`config.mk`:
```
export PLATFORM = sky130hd
export DESIGN_NAME = door_auto_close_controller
export DESIGN_NICKNAME = d
export VERILOG_FILES = /design/src/rtl/dacc_pkg.sv /design/src/rtl/door_auto_close_controller.sv
export VERILOG_INCLUDE_DIRS = /design/src /design/src/rtl
export SDC_FILE = /design/constraint.sdc
export NUM_CORES = 1
export LEC_CHECK = 0
export BUFFER_PORTS_ARGS = -buffer_cell sky130_fd_sc_hd__buf_4
export CAP_MARGIN = 30
export CELL_PAD_IN_SITES_DETAIL_PLACEMENT = 1
export CELL_PAD_IN_SITES_GLOBAL_PLACEMENT = 1
export CORE_ASPECT_RATIO = 1.1
export CORE_MARGIN = 2
export CORE_UTILIZATION = 35
export CTS_BUF_LIST = sky130_fd_sc_hd__clkbuf_4 sky130_fd_sc_hd__clkbuf_8
export DETAILED_ROUTE_END_ITERATION = 10
export GPL_ROUTABILITY_DRIVEN = 0
export PLACE_DENSITY = 0.69
export SYNTH_ARGS = -nofsm -noshare
export SYNTH_HDL_FRONTEND = slang
export SYNTH_SLANG_ARGS = --single-unit
export TNS_END_PERCENT = 100
```
`constraint.sdc`:
```
create_clock -name clk -period 12.7 [get_ports clk]
set_input_delay 1.27 -clock clk [delete_from_list [all_inputs] [get_ports clk]]
set_output_delay 1.27 -clock clk [all_outputs]
set_load 0.05 [all_outputs]
```
`src/rtl/door_auto_close_controller_assert.svh`:
```
// Assertion macros for the door auto-close controller.
`ifndef DOOR_AUTO_CLOSE_CONTROLLER_ASSERT_SVH
`define DOOR_AUTO_CLOSE_CONTROLLER_ASSERT_SVH

// Same-cycle implication, checked outside reset
`define DACC_ASSERT_NOW(label, ante, cons, msg) \
  label: assert property (@(posedge clk) disable iff (!rst_n) (ante) |-> (cons)) \
    else $error(msg);

// Next-cycle implication, checked outside reset
`define DACC_ASSERT_NEXT(label, ante, cons, msg) \
  label: assert property (@(posedge clk) disable iff (!rst_n) (ante) |=> (cons)) \
    else $error(msg);

`endif

```
`src/rtl/dacc_pkg.sv`:
```
`timescale 1ns / 1ps
`default_nettype none

package dacc_pkg;

  // Sensor position codes
  localparam logic [1:0] POS_NONE    = 2'd0;
  localparam logic [1:0] POS_OUTSIDE = 2'd1;
  localparam logic [1:0] POS_INSIDE  = 2'd2;
  localparam logic [1:0] POS_BOTH    = 2'd3;

  // Door motor states
  localparam logic [1:0] DOOR_CLOSED  = 2'd0;
  localparam logic [1:0] DOOR_OPENING = 2'd1;
  localparam logic [1:0] DOOR_OPEN    = 2'd2;
  localparam logic [1:0] DOOR_CLOSING = 2'd3;

  // Door commands
  localparam logic [1:0] MOTOR_IDLE  = 2'd0;
  localparam logic [1:0] MOTOR_OPEN  = 2'd1;
  localparam logic [1:0] MOTOR_CLOSE = 2'd2;

  // Close timer modes
  localparam logic [1:0] MODE_NONE        = 2'd0;
  localparam logic [1:0] MODE_NO_ENTRY    = 2'd1;
  localparam logic [1:0] MODE_AFTER_ENTRY = 2'd2;

  // Door transition event codes
  localparam logic [3:0] EV_NONE           = 4'd0;
  localparam logic [3:0] EV_MANUAL_OPENING = 4'd1;
  localparam logic [3:0] EV_ENTRY          = 4'd2;
  localparam logic [3:0] EV_EXIT           = 4'd3;
  localparam logic [3:0] EV_UNKNOWN_OPEN   = 4'd4;
  localparam logic [3:0] EV_MANUAL_CLOSING = 4'd5;
  localparam logic [3:0] EV_CLOSING        = 4'd6;
  localparam logic [3:0] EV_OPENED         = 4'd7;
  localparam logic [3:0] EV_CLOSED         = 4'd8;

  // Configuration register indexes
  localparam logic [1:0] CFG_CLOSE_DELAY_NO_ENTRY    = 2'd0;
  localparam logic [1:0] CFG_CLOSE_DELAY_AFTER_ENTRY = 2'd1;
  localparam logic [1:0] CFG_CLOSE_SETTLE            = 2'd2;
  localparam logic [1:0] CFG_EXIT_CONFIRM            = 2'd3;

  // Configuration reset values
  localparam logic [15:0] CLOSE_DELAY_NO_ENTRY_RST    = 16'd15000;
  localparam logic [15:0] CLOSE_DELAY_AFTER_ENTRY_RST = 16'd2000;
  localparam logic [15:0] CLOSE_SETTLE_RST            = 16'd800;
  localparam logic [15:0] EXIT_CONFIRM_RST            = 16'd2000;

  typedef struct packed {
    logic [1:0]  car_position;
    logic [1:0]  door_state;
    logic        last_move_manual;
    logic [31:0] now_ms;
  } in_item_t;

  typedef struct packed {
    logic [1:0] door_command;
    logic       car_parked;
    logic       parked_event;
    logic       left_event;
    logic [3:0] transition_event;
  } out_item_t;

endpackage

`default_nettype wire

```
`src/rtl/door_auto_close_controller.sv`:
```
`timescale 1ns / 1ps
`default_nettype none

// Garage door auto-close controller. Each tick transaction (sensor position, door state,
// manual flag, millisecond time) yields exactly one result transaction (door command,
// car-present belief, parked/left events, door transition code). A tick can be accepted
// every clock cycle while in_ready is high. An accepted tick sits in the input register,
// and the edge on which the result register advances moves it through the single-pass
// decision logic into the result register and updates the controller state, so its
// result is taken from the result register. While a result waits for out_ready, the
// input register still takes one more tick, then in_ready drops until the result is taken.
// Configuration registers are written through the cfg_ port and take effect on the next
// tick processed; write them only while no tick is in flight.
module door_auto_close_controller
  import dacc_pkg::*;
(
  input  wire logic      clk,
  input  wire logic      rst_n,
  input  wire logic      in_valid,
  output logic           in_ready,
  input  wire in_item_t  in_data,
  output logic           out_valid,
  input  wire logic      out_ready,
  output out_item_t      out_data,
  input  wire logic      cfg_we,
  input  wire logic [1:0]  cfg_index,
  input  wire logic [15:0] cfg_wdata
);

  `include "door_auto_close_controller_assert.svh"

  // Configuration registers
  logic [15:0] delay_no_entry_r;
  logic [15:0] delay_after_entry_r;
  logic [15:0] settle_r;
  logic [15:0] confirm_r;

  always_ff @(posedge clk) begin
    if (!rst_n) begin
      delay_no_entry_r    <= CLOSE_DELAY_NO_ENTRY_RST;
      delay_after_entry_r <= CLOSE_DELAY_AFTER_ENTRY_RST;
      settle_r            <= CLOSE_SETTLE_RST;
      confirm_r           <= EXIT_CONFIRM_RST;
    end else if (cfg_we) begin
      unique case (cfg_index)
        CFG_CLOSE_DELAY_NO_ENTRY:    delay_no_entry_r    <= cfg_wdata;
        CFG_CLOSE_DELAY_AFTER_ENTRY: delay_after_entry_r <= cfg_wdata;
        CFG_CLOSE_SETTLE:            settle_r            <= cfg_wdata;
        CFG_EXIT_CONFIRM:            confirm_r           <= cfg_wdata;
        default: ;
      endcase
    end
  end

  // Pipeline control: input register feeds result register
  logic      s1_valid_r;
  in_item_t  s1_data_r;
  logic      out_valid_r;
  out_item_t out_data_r;
  logic      adv;

  assign adv       = !out_valid_r || out_ready;
  assign in_ready  = !s1_valid_r || adv;
  assign out_valid = out_valid_r;
  assign out_data  = out_data_r;

  always_ff @(posedge clk) begin
    if (!rst_n) begin
      s1_valid_r <= 1'b0;
    end else if (in_ready) begin
      s1_valid_r <= in_valid;
    end
  end

  always_ff @(posedge clk) begin
    if (in_ready && in_valid) begin
      s1_data_r <= in_data;
    end
  end

  // Controller state
  logic [1:0]  prev_door_r,    prev_door_nxt;
  logic [1:0]  side_r,         side_nxt;
  logic        present_r,      present_nxt;
  logic        exit_win_r,     exit_win_nxt;
  logic [31:0] empty_stamp_r,  empty_stamp_nxt;
  logic        empty_valid_r,  empty_valid_nxt;
  logic [31:0] closed_stamp_r, closed_stamp_nxt;
  logic        closed_valid_r, closed_valid_nxt;
  logic [31:0] timer_start_r,  timer_start_nxt;
  logic        timer_run_r,    timer_run_nxt;
  logic [1:0]  tmr_mode_r,     tmr_mode_nxt;
  logic        arrived_r,      arrived_nxt;
  out_item_t   res_nxt;

  // Single-pass decision logic for the tick in the input register
  always_comb begin
    logic [1:0]  pos;
    logic [1:0]  door;
    logic        manual;
    logic [31:0] now;
    logic        occupied;
    logic [31:0] diff;
    logic [1:0]  mode;
    logic [15:0] delay;

    pos      = s1_data_r.car_position;
    door     = s1_data_r.door_state;
    manual   = s1_data_r.last_move_manual;
    now      = s1_data_r.now_ms;
    occupied = (pos == POS_INSIDE) || (pos == POS_BOTH);

    prev_door_nxt    = prev_door_r;
    side_nxt         = side_r;
    present_nxt      = present_r;
    exit_win_nxt     = exit_win_r;
    empty_stamp_nxt  = empty_stamp_r;
    empty_valid_nxt  = empty_valid_r;
    closed_stamp_nxt = closed_stamp_r;
    closed_valid_nxt = closed_valid_r;
    timer_start_nxt  = timer_start_r;
    timer_run_nxt    = timer_run_r;
    tmr_mode_nxt     = tmr_mode_r;
    arrived_nxt      = arrived_r;
    res_nxt          = '0;
    diff             = '0;

    // Last side seen by a single sensor
    if (pos == POS_OUTSIDE || pos == POS_INSIDE) begin
      side_nxt = pos;
    end

    // Door transition classification
    if (door != prev_door_r) begin
      unique case (door)
        DOOR_OPENING: begin
          if (manual)                      res_nxt.transition_event = EV_MANUAL_OPENING;
          else if (side_nxt == POS_OUTSIDE) res_nxt.transition_event = EV_ENTRY;
          else if (side_nxt == POS_INSIDE)  res_nxt.transition_event = EV_EXIT;
          else                             res_nxt.transition_event = EV_UNKNOWN_OPEN;
        end
        DOOR_CLOSING: begin
          res_nxt.transition_event = manual ? EV_MANUAL_CLOSING : EV_CLOSING;
        end
        DOOR_OPEN:    res_nxt.transition_event = EV_OPENED;
        default:      res_nxt.transition_event = EV_CLOSED;
      endcase
      prev_door_nxt = door;
    end

    // Closed-door settle and parked check
    if (door == DOOR_CLOSED) begin
      if (prev_door_r != DOOR_CLOSED) begin
        closed_stamp_nxt = now;
        closed_valid_nxt = 1'b1;
      end
      exit_win_nxt    = 1'b0;
      empty_valid_nxt = 1'b0;
      empty_stamp_nxt = '0;
      diff = now - closed_stamp_nxt;
      if (closed_valid_nxt && diff >= {16'd0, settle_r} && occupied && !present_r) begin
        present_nxt          = 1'b1;
        res_nxt.parked_event = 1'b1;
      end
    end else begin
      closed_valid_nxt = 1'b0;
      closed_stamp_nxt = '0;
    end

    // Manual open with a car present opens the exit window
    if (door == DOOR_OPEN && prev_door_r != DOOR_OPEN && manual && present_nxt) begin
      exit_win_nxt    = 1'b1;
      empty_valid_nxt = 1'b0;
      empty_stamp_nxt = '0;
    end

    // Departure confirmation
    if (exit_win_nxt) begin
      if (!occupied) begin
        if (!empty_valid_nxt) begin
          empty_stamp_nxt = now;
          empty_valid_nxt = 1'b1;
        end
        if ((now - empty_stamp_nxt) >= {16'd0, confirm_r}) begin
          present_nxt        = 1'b0;
          exit_win_nxt       = 1'b0;
          empty_valid_nxt    = 1'b0;
          empty_stamp_nxt    = '0;
          res_nxt.left_event = 1'b1;
        end
      end else begin
        empty_valid_nxt = 1'b0;
        empty_stamp_nxt = '0;
      end
    end

    // Auto-close timers
    mode  = (pos == POS_INSIDE) ? MODE_AFTER_ENTRY : MODE_NO_ENTRY;
    delay = (pos == POS_INSIDE) ? delay_after_entry_r : delay_no_entry_r;
    res_nxt.door_command = MOTOR_IDLE;
    if (pos == POS_OUTSIDE) begin
      res_nxt.door_command = MOTOR_OPEN;
      timer_run_nxt  = 1'b0;
      tmr_mode_nxt   = MODE_NONE;
      arrived_nxt    = 1'b1;
    end else if (pos != POS_BOTH && arrived_r) begin
      if (!timer_run_r || tmr_mode_r != mode) begin
        timer_start_nxt = now;
        timer_run_nxt   = 1'b1;
        tmr_mode_nxt    = mode;
      end else if ((now - timer_start_r) > {16'd0, delay}) begin
        arrived_nxt          = 1'b0;
        timer_run_nxt        = 1'b0;
        tmr_mode_nxt         = MODE_NONE;
        res_nxt.door_command = MOTOR_CLOSE;
      end
    end

    res_nxt.car_parked = present_nxt;
  end

  // State and result registers advance together
  always_ff @(posedge clk) begin
    if (!rst_n) begin
      out_valid_r    <= 1'b0;
      prev_door_r    <= DOOR_CLOSED;
      side_r         <= POS_NONE;
      present_r      <= 1'b0;
      exit_win_r     <= 1'b0;
      empty_stamp_r  <= '0;
      empty_valid_r  <= 1'b0;
      closed_stamp_r <= '0;
      closed_valid_r <= 1'b0;
      timer_start_r  <= '0;
      timer_run_r    <= 1'b0;
      tmr_mode_r     <= MODE_NONE;
      arrived_r      <= 1'b0;
    end else if (adv) begin
      out_valid_r <= s1_valid_r;
      if (s1_valid_r) begin
        prev_door_r    <= prev_door_nxt;
        side_r         <= side_nxt;
        present_r      <= present_nxt;
        exit_win_r     <= exit_win_nxt;
        empty_stamp_r  <= empty_stamp_nxt;
        empty_valid_r  <= empty_valid_nxt;
        closed_stamp_r <= closed_stamp_nxt;
        closed_valid_r <= closed_valid_nxt;
        timer_start_r  <= timer_start_nxt;
        timer_run_r    <= timer_run_nxt;
        tmr_mode_r     <= tmr_mode_nxt;
        arrived_r      <= arrived_nxt;
      end
    end
  end

  always_ff @(posedge clk) begin
    if (adv && s1_valid_r) begin
      out_data_r <= res_nxt;
    end
  end

  // Checks on controller invariants
  `DACC_ASSERT_NOW(a_exit_needs_car, exit_win_r, present_r, "exit window open without a car")
  `DACC_ASSERT_NOW(a_timer_needs_arrival, timer_run_r, arrived_r, "close timer without arrival")
  `DACC_ASSERT_NOW(a_parked_sets_present, out_valid_r && out_data_r.parked_event, out_data_r.car_parked, "parked event without car present")
  `DACC_ASSERT_NOW(a_events_exclusive, out_valid_r, !(out_data_r.parked_event && out_data_r.left_event), "parked and left in one result")
  `DACC_ASSERT_NEXT(a_stage_moves, s1_valid_r && adv, out_valid_r, "ticked transaction lost")

endmodule

`default_nettype wire
```
**Yosys cells after proc, flatten, opt, wreduce, memory -nomap -nowiden**

Cells that the tools add are included.

- Bits of input ports: 60
- Logic and storage cells: 140
- Output and inout port bits: 11
- Bits in registers: 220

- Order comparisons: 3
- Reductions and logical operators: 35
- Equal/unequal tests: 16
- Mux-type cells: 52
- $add $sub $neg: 3
- Bitwise gates (word level): 3

Operator list:

| kind | count |
|---|---|
| $mux W32 | 11 |
| $sub A32 B32 Y32 | 3 |
| $ge A32 B16 Y1 | 2 |
| $gt A32 B16 Y1 | 1 |
| $mux W1 | 28 |
| $mux W16 | 1 |
| $mux W2 | 8 |
| $eq A2 B2 Y1 const B | 7 |
| $pmux W4 S3 | 1 |
| $reduce_and A2 Y1 | 5 |
| $reduce_and A5 Y1 | 2 |
| $logic_and A1 B1 Y1 | 9 |
| $mux W3 | 3 |
| $eq A2 B1 Y1 const B | 4 |
| $ne A2 B2 Y1 const B | 3 |
| $reduce_bool A2 Y1 | 3 |
| $logic_or A1 B1 Y1 | 5 |
| $logic_not A1 Y1 | 4 |
| $logic_not A2 Y1 | 2 |
| $ne A2 B2 Y1 | 2 |
| $reduce_and A4 Y1 | 1 |
| $not A1 Y1 | 3 |
| $reduce_and A3 Y1 | 1 |
| $reduce_bool A3 Y1 | 1 |
| other kinds (2) | 2 |

**Depth between registers and ports, before layout**

Gate-level depths: netlist of run 1.

- Depth in word-level cells: 20
- Gate-level depth with buffers: 28
- Mapped depth without buffers: 25

**Least setup slack after synthesis of run 1**

Ideal clock, no wire load.

- Path type: register -> register
- From: register prev_door_r[1]
- To: register empty_stamp_r[0]
- Data arrival time: 5,200 ps
- Setup slack: 7,441 ps
- Setup time: 59 ps
- Stages on the path, launching flop included: 27
- Required time: 12,641 ps
- Period minus slack after synthesis: 5,259 ps
- Buffers on the path: 3
- Cell sequence: dfxtp_1 inv_1 o211ai_1 a21o_1 and2_1 clkbuf_1 clkbuf_1 nand2_1 a21boi_0 ha_1 a21oi_1 nand2_1 o21ai_0 nor2b_1 xnor2_1 ha_1 a21oi_1 o21ai_0 a2111oi_0 a21oi_1 nor4_1 o2111ai_1 nor4_1 nand4_2 nor3_4 buf_6 a22o_1

- Longest elaborated chain between the ends: 20
- Elaborated cells between the ends (all ways): 27
- Those cells by class: 2 x add/sub; 2 x order compare; 1 x eq/ne; 15 x mux; 7 x reduce/logical

Ends and longest elaborated chain:

| element | line | RTL |
|---|---|---|
| from (decl) | door_auto_close_controller.sv:82 | `logic [1:0] prev_door_r, prev_door_nxt;` |
| from (signal assigned) | door_auto_close_controller.sv:241 | `prev_door_r <= prev_door_nxt;` |
| $reduce_bool A2 Y1 | door_auto_close_controller.sv:153 | `if (prev_door_r != DOOR_CLOSED) begin` |
| $mux W32 | door_auto_close_controller.sv:153 |  |
| $mux W32 | door_auto_close_controller.sv:152 | `if (door == DOOR_CLOSED) begin` |
| $sub A32 B32 Y32 | door_auto_close_controller.sv:160 | `diff = now - closed_stamp_nxt;` |
| $ge A32 B16 Y1 | door_auto_close_controller.sv:161 | `if (closed_valid_nxt && diff >= {16'd0, settle_r} && occupied && !present_r) begin` |
| $logic_and A1 B1 Y1 (3 in series) | door_auto_close_controller.sv:161 |  |
| $mux W1 | door_auto_close_controller.sv:161 |  |
| $mux W1 | door_auto_close_controller.sv:152 |  |
| (+2 left out) | n/a |  |
| $mux W32 | door_auto_close_controller.sv:180 | `if (!empty_valid_nxt) begin` |
| $mux W32 | door_auto_close_controller.sv:179 | `if (!occupied) begin` |
| $mux W32 | door_auto_close_controller.sv:178 | `if (exit_win_nxt) begin` |
| $sub A32 B32 Y32 | door_auto_close_controller.sv:184 | `if ((now - empty_stamp_nxt) >= {16'd0, confirm_r}) begin` |
| $ge A32 B16 Y1 | door_auto_close_controller.sv:184 |  |
| $mux W32 | door_auto_close_controller.sv:184 |  |
| $mux W32 | door_auto_close_controller.sv:179 |  |
| $mux W32 * | door_auto_close_controller.sv:178 |  |
| to (signal assigned) | door_auto_close_controller.sv:245 | `empty_stamp_r <= empty_stamp_nxt;` |
| to (decl) | door_auto_close_controller.sv:86 | `logic [31:0] empty_stamp_r, empty_stamp_nxt;` |

Every way passes the cells marked *; elsewhere a longest branch is shown, timed or not. The select of a mux whose other input is x is not followed.
A chain may end at the register's enable or synchronous reset.

**Final worst setup path of run 1**

- From: register prev_door_r[1]
- To: register empty_stamp_r[18]

The elaborated chain is that of the path after synthesis.

==> results of run 1 <==
==> logic make-up after synthesis <==
| logic type | after synthesis | synth area share (%) |
|---|---|---|
| compound gates | 598 | 24.7 |
| xor+xnor | 56 | 3.18 |
| fa+ha+maj | 150 | 12.3 |
| buf+inv | 180 | 4.61 |
| flops | 220 | 31.5 |
| mux | 58 | 3.78 |
| simple gates | 672 | 19.9 |
==> cell usage in the layout, fill, tap and decap left out, types with 45 or more instances in the layout <==
cell,count
nand2_1,360
a21oi_1,218
dfxtp_1,174
ha_1,147
o21ai_0,107
inv_1,93
nor2_1,87
buf_4,82
mux2i_1,56
edfxtp_1,46
clkbuf_8,45
==> worst max-delay path: stages (launching register included) <==
cell       delay, ns
dfxtp_1         0.43
inv_1           0.12
o211ai_1        0.19
a21o_1          0.22
and2_1          0.15
buf_4           0.34
nand2_1         0.12
a21boi_0        0.17
ha_1            0.38
a21oi_1         0.24
nand2_1         0.07
o21ai_0         0.62
nor2b_1         0.33
xnor2_1         0.15
ha_1            0.26
a21oi_1         0.16
o21ai_0         0.13
a2111oi_0       0.42
a21oi_1         0.17
nor4_1          0.34
o2111ai_1       0.25
nor4_1          0.29
nand4_2         0.19
nor3_4          0.36
buf_8           0.25
a22o_1          0.16
==> cell type report <==
class                           instances  share of cell area (%)
Inverter                               95                    2.07
Tap cell                              574                    4.14
Multi-Input combinational cell       1534                    56.9
Clock inverter                         12                   0.605
Sequential cell                       220                    28.0
Clock buffer                           62                    4.30
Antenna cell                            1                  0.0144
Timing Repair Buffer                   86                    3.97
==> worst paths after layout <==
kind / from / end / slack, ns / cells after the start
hold reg to reg: timer_start_r[18] / timer_start_r[18] / 0.45 / 2
hold / removal: timer_start_r[18] / timer_start_r[18] / 0.45 / 2
setup / recovery: prev_door_r[1] / empty_stamp_r[18] / 6.07 / 25
setup reg to reg: prev_door_r[1] / empty_stamp_r[18] / 6.07 / 25
==> power breakdown <==
| part | leakage [uW] | internal (uW) | switching [uW] |
|---|---|---|---|
| Clock | 0.000450 | 415 | 319 |
| Sequential | 0.00186 | 734 | 26.1 |
| Combinational | 0.00461 | 194 | 305 |
==> state kept, by name, summed over array words and instances (netlist names) <==
signal,count
tmr_mode_r,2
s1_valid_r,1
closed_stamp_r,32
settle_r,16
timer_run_r,1
exit_win_r,1
s1_data_r,37
prev_door_r,2
present_r,1
side_r,2
arrived_r,1
delay_no_entry_r,16
confirm_r,16
closed_valid_r,1
empty_stamp_r,32
timer_start_r,32
out_data,9
delay_after_entry_r,16
out_valid,1
empty_valid_r,1
==> per-stage QoR <==
stage | std cells | power (uW)
floorplan | 1934 | 1110
global placement | 2505 | 1250
detailed placement | 2508 | 1270
CTS | 2582 | 2020
global route | 2584 | 2110
finish | 2584 | 1990
==> per-layer routing <==
| metal | track usage (%) | vias up | wire, um |
|---|---|---|---|
| met5 | 0 | - | 0 |
| met4 | 8.42 | 0 | 1650 |
| met3 | 3.12 | 80 | 1740 |
| met2 | 36.2 | 243 | 23400 |
| met1 | 28.3 | 7088 | 23100 |
| li1 | - | 7079 | - |
==> out/metrics.cfg, run 1 <==
[outcome]
run_status=complete, no violations

[clock_tree]
cts.clk_slew.worst_paths_ns=0.06
tritoncts=yes
cts_resized=0
postCtsSetupRepairBufs=0
clk_latency_ns=0.60
clock-sinks=220
ctsRootBufferMaster=clkbuf_8
clockBufferDepth=3
cts_buffers=41
htree_levels=2
ctsHoldBuffers=0

[timing]
finalSetupTns_ns=0
period_share_pct=52.2
fmax_mhz=151
hold_viol=0
report.final.slew_viol_count=0
finalSetupViolCount=0
worst_pin_slew_ns=1.01
worst_clock_skew_ns=0.0171
whs_ns=0.454
period_needed_ns=6.63
rsz0062_at_grt=no
layout_setup_ws_ns=6.07
slew_headroom_pct=32.3

[logic_synthesis]
synth.area.top_cells=dfxtp_1, ha_1, edfxtp_1
ys_types=72
ys_seq_area_share_pct=31.5
synth_seq_cells=220
yosysWarningCount=0
syn_nets=2144
post-synth-top-count-cell=nand2_1
synth_edf_count=46
synthCells=1934
synth_top_area_share_pct=22.6
ys.flop_type=dfxtp_1
syn_area_um2=15400
synthArstFlopShare_pct=0
avgSynthCellArea_um2=7.98
synthTopCellsByCount=nand2_1, a21oi_1, dfxtp_1
yosys.area.top_type=dfxtp_1

[global_route]
antenna_found_initial=1
grt_pass1_wl_um=79100
grt_max_degree=86
gr-total-overflow=0
grt_usage_pct=21.7
grt_pass1_vias=14715

[run]
max_cap_viol_count=0

[layout]
fin_util_pct=40.0
multi_input_area_um2=9870
drive_gt1_share_pct=8.86
nets=2188
ff_latch_area_um2=4860
post-route-cell-area_um2=17400
syn2layout_area_growth_pct=12.5
fill_cells=5283

[place]
place_hpwl_um=38200
dp_slack_ns=6.08
dpl_cell_area_um2=16500
io_buffers=70

[die]
rows=80
coreArea_um2=43400
num_io_pins=71
initial_core_util_pct=35.5
die_area_um2=45800
die_x_um=204
fp.dieH_um=224

[drt]
drt_iter0_drc=804
firstDrtPassIters=4
wl_per_cell_um=19.3
vias=14490
wl_um=49900
route.detailed.drc=0
via_per_inst=5.61
ant_nets=0

[worst_setup_path]
critPathArrivalTime_ns=7.16
endpoint_kind=flip-flop
path_class=flip-flop to flip-flop
start_kind=flip-flop
cp_max_fo=34
cp.required_ns=13.24

[power_and_ir_drop]
p_leak_uw=0.00692
power.density_nw_per_um2=115
peakVddDrop_mv=0.0723

[hold_path]
min_path_type=flip-flop to flip-flop

Power figures use the tool's default switching activity.
==> run 2: changes to the inputs <==
- ABC_AREA: unset -> 1
- PLACE_DENSITY: 0.69 -> 0.71
- clock period: 12.7 -> 6.65 ns (I/O delays scaled with it)
==> run 2 against run 1 <==
Against the previous run:
- the flow now finishes with violations (setup timing)
- clock-buffer cell count shrank 2
- synthesized cell count up 31%
- first-iteration DRC count up 23%
- sequential power up 92%
- critical path type unchanged
- highest routed layer is now met5
==> out/metrics.cfg, run 2 <==
[outcome]
run_status=finished with violations
violations=setup timing

[worst_setup_path]
reg2reg_depth=62
endpoint_kind=flip-flop
critPathMaxStageDelay_ns=0.34
rr_endpoint=empty_stamp_r[2]
cp.required_ns=7.15
critical_path.slowest_cell=dfxtp_2
critPathArrivalTime_ns=8.25
r2r_setup_slack_ns=-1.10
path_common_cell=buf_4
crit_path_end=empty_stamp_r[2]
cp_max_fo=8
start_kind=flip-flop
path_class=flip-flop to flip-flop
startpoint=prev_door_r[0]
rr_startpoint=prev_door_r[0]

[die]
die_area_um2=49500
rows=83
fp.dieH_um=233
die_x_um=212
num_io_pins=71
initial_core_util_pct=35.6
coreArea_um2=46900

[layout]
fill_cells=6160
largest_reg_flops=37
final_common_cell=nand2_1
nets=3120
post-route-cell-area_um2=22100
top_register=s1_data_r
mostFrequentLayoutCells=nand2_1, inv_1, buf_4
drive_gt1_share_pct=22.7
syn2layout_area_growth_pct=32.6

[global_route]
gr-total-overflow=0
grt_usage_pct=26.6
grt_pass1_wl_um=104000
grt_pass1_vias=19838
antenna_found_initial=2
grt_max_degree=94

[drt]
wl_per_cell_um=19.3
vias=18744
route.detailed.drc=0
via_per_inst=5.24
firstDrtPassIters=5
drt_iter0_drc=992
ant_nets=0
wl_um=69000

[logic_synthesis]
ys_seq_area_share_pct=29.1
synth.area.top_cells=dfxtp_1, nand2_1, ha_1
ys.flop_type=dfxtp_1
ys_types=54
synth_top_area_share_pct=20.9
synth_compound_area_share_pct=18.1
synth_seq_cells=220
synth_fa_ha_area_share_pct=11.4
synth_xor_area_share_pct=3.46
avgSynthCellArea_um2=6.57
synth-simple-area-share_pct=25.2
post-synth-top-count-cell=nand2_1
synth_top_family_by_area=simple AND/OR/NAND/NOR gates
synthCells=2541
syn_nets=2751
synthArstFlopShare_pct=0
yosysWarningCount=0
syn_area_um2=16700
yosys-mux-area-fraction_pct=1.02
yosys.area.top_type=dfxtp_1
synthTopCellsByCount=nand2_1, inv_1, a21oi_1
synth_edf_count=46

[power_and_ir_drop]
clkPwrFrac_pct=31.4
sw_frac_of_total_pct=36.6
p_comb_share_pct=37.7
internal_power_uw=2990
power.density_nw_per_um2=213
p_leak_uw=0.0106
peakVddDrop_mv=0.203
p_sw_uw=1720
power_frac_seq_pct=31.0

[timing]
period_share_pct=117
hold_viol=0
report.final.slew_viol_count=0
fmax_mhz=129
worst_clock_skew_ns=0.0689
worst_pin_slew_ns=0.947
layout_setup_ws_ns=-1.10
period_needed_ns=7.75
slew_headroom_pct=36.9
rsz0062_at_grt=yes
finalSetupViolCount=37
finalSetupTns_ns=-27.35

[clock_tree]
clockBufferDepth=3
tritoncts=yes
cts_buffers=41
clk_latency_ns=0.63
ctsHoldBuffers=0
cts.clk_slew.worst_paths_ns=0.07
ctsRootBufferMaster=clkbuf_8
htree_levels=2
clock-sinks=220

[place]
dpl_cell_area_um2=19800
dp_slack_ns=-1.08
place_hpwl_um=49700
io_buffers=70

[run]
max_cap_viol_count=0

[hold_path]
min_path_type=input pin to flip-flop

-- run 2: worst max-delay path: cells and delay by family (launching register included) --
family          cells  cell delay [ns]
compound gates      4             0.37
flops               1             0.34
fa+ha+maj           2             0.57
buf+inv            33             4.25
simple gates       22             1.94
xor+xnor            1             0.14
-- run 2: per-layer routing --
metal / global-route usage, % / part of all wire [%] / routed length [um] / vias to the layer above
met2: 49.8 / 51 / 35200 / 386
met4: 10.0 / 4.3 / 2970 / 2
met1: 30.9 / 41 / 28400 / 9194
met3: 3.05 / 3.4 / 2370 / 168
li1: - / - / - / 8994
met5: 0 / 0.019 / 13 / -
-- run 2: power by group through the flow --
| stage | sequential [uW] | clock, uW | combinational, uW |
|---|---|---|---|
| floorplan | 1490 | 0 | 879 |
| finish | 1460 | 1480 | 1780 |
| detailed placement | 1490 | 0 | 1530 |
| global route | 1460 | 1570 | 1940 |
| CTS | 1460 | 1510 | 1650 |
| global placement | 1480 | 0 | 1470 |
-- run 2: layout make-up --
class / count / area [um2] / share of cell area, %
sequential: 220 / 4870 / 22.0
timing repair buffer: 403 / 3270 / 14.8
multi-input combinational: 1816 / 10700 / 48.3
inverter: 428 / 1610 / 7.26
clock inverter: 14 / 134 / 0.605
clock buffer: 60 / 763 / 3.45
tap: 637 / 797 / 3.60
antenna: 1 / 2.50 / 0.0113
-- run 2: kinds of logic after synthesis --
family / count (synthesis)
AOI/OAI and AO/OA: 571
adders and majority gates: 150
muxes: 17
DFF: 220
xor gates and xnor gates: 66
and+or+nand+nor: 1011
buffers and inverters: 506
-- run 2: metrics by stage --
step           utilization, %  total power (uW)  instances  hold slack (ns)
6_report                 47.2              4710       3579            0.214
5_1_grt                  47.2              4980       3579            0.187
4_1_cts                  46.0              4620       3556            0.162
3_5_place_dp             42.2              3010       3440            0.451
3_3_place_gp             42.2              2950       3440            0.444
2_1_floorplan               -              2370       2541            0.433
-- run 2: worst min path at each step --
stage | from | depth (start not counted) | slack, ns | end
2_1_floorplan | timer_start_r[10] | 2 | 0.43 | timer_start_r[10]
3_3_place_gp | timer_start_r[30] | 2 | 0.44 | timer_start_r[30]
3_5_place_dp | timer_start_r[8] | 2 | 0.45 | timer_start_r[8]
4_1_cts | in_data[29] | 1 | 0.16 | s1_data_r[29]
5_1_grt | in_data[7] | 1 | 0.19 | s1_data_r[7]
6_report | in_data[20] | 1 | 0.21 | s1_data_r[20]
-- run 2: timing repair --
item	CTS	global route
cloned	5	3
pin swaps	46	46
setup endpoints to repair	37	37
gates resized for setup	129	88
buffers inserted	38	18
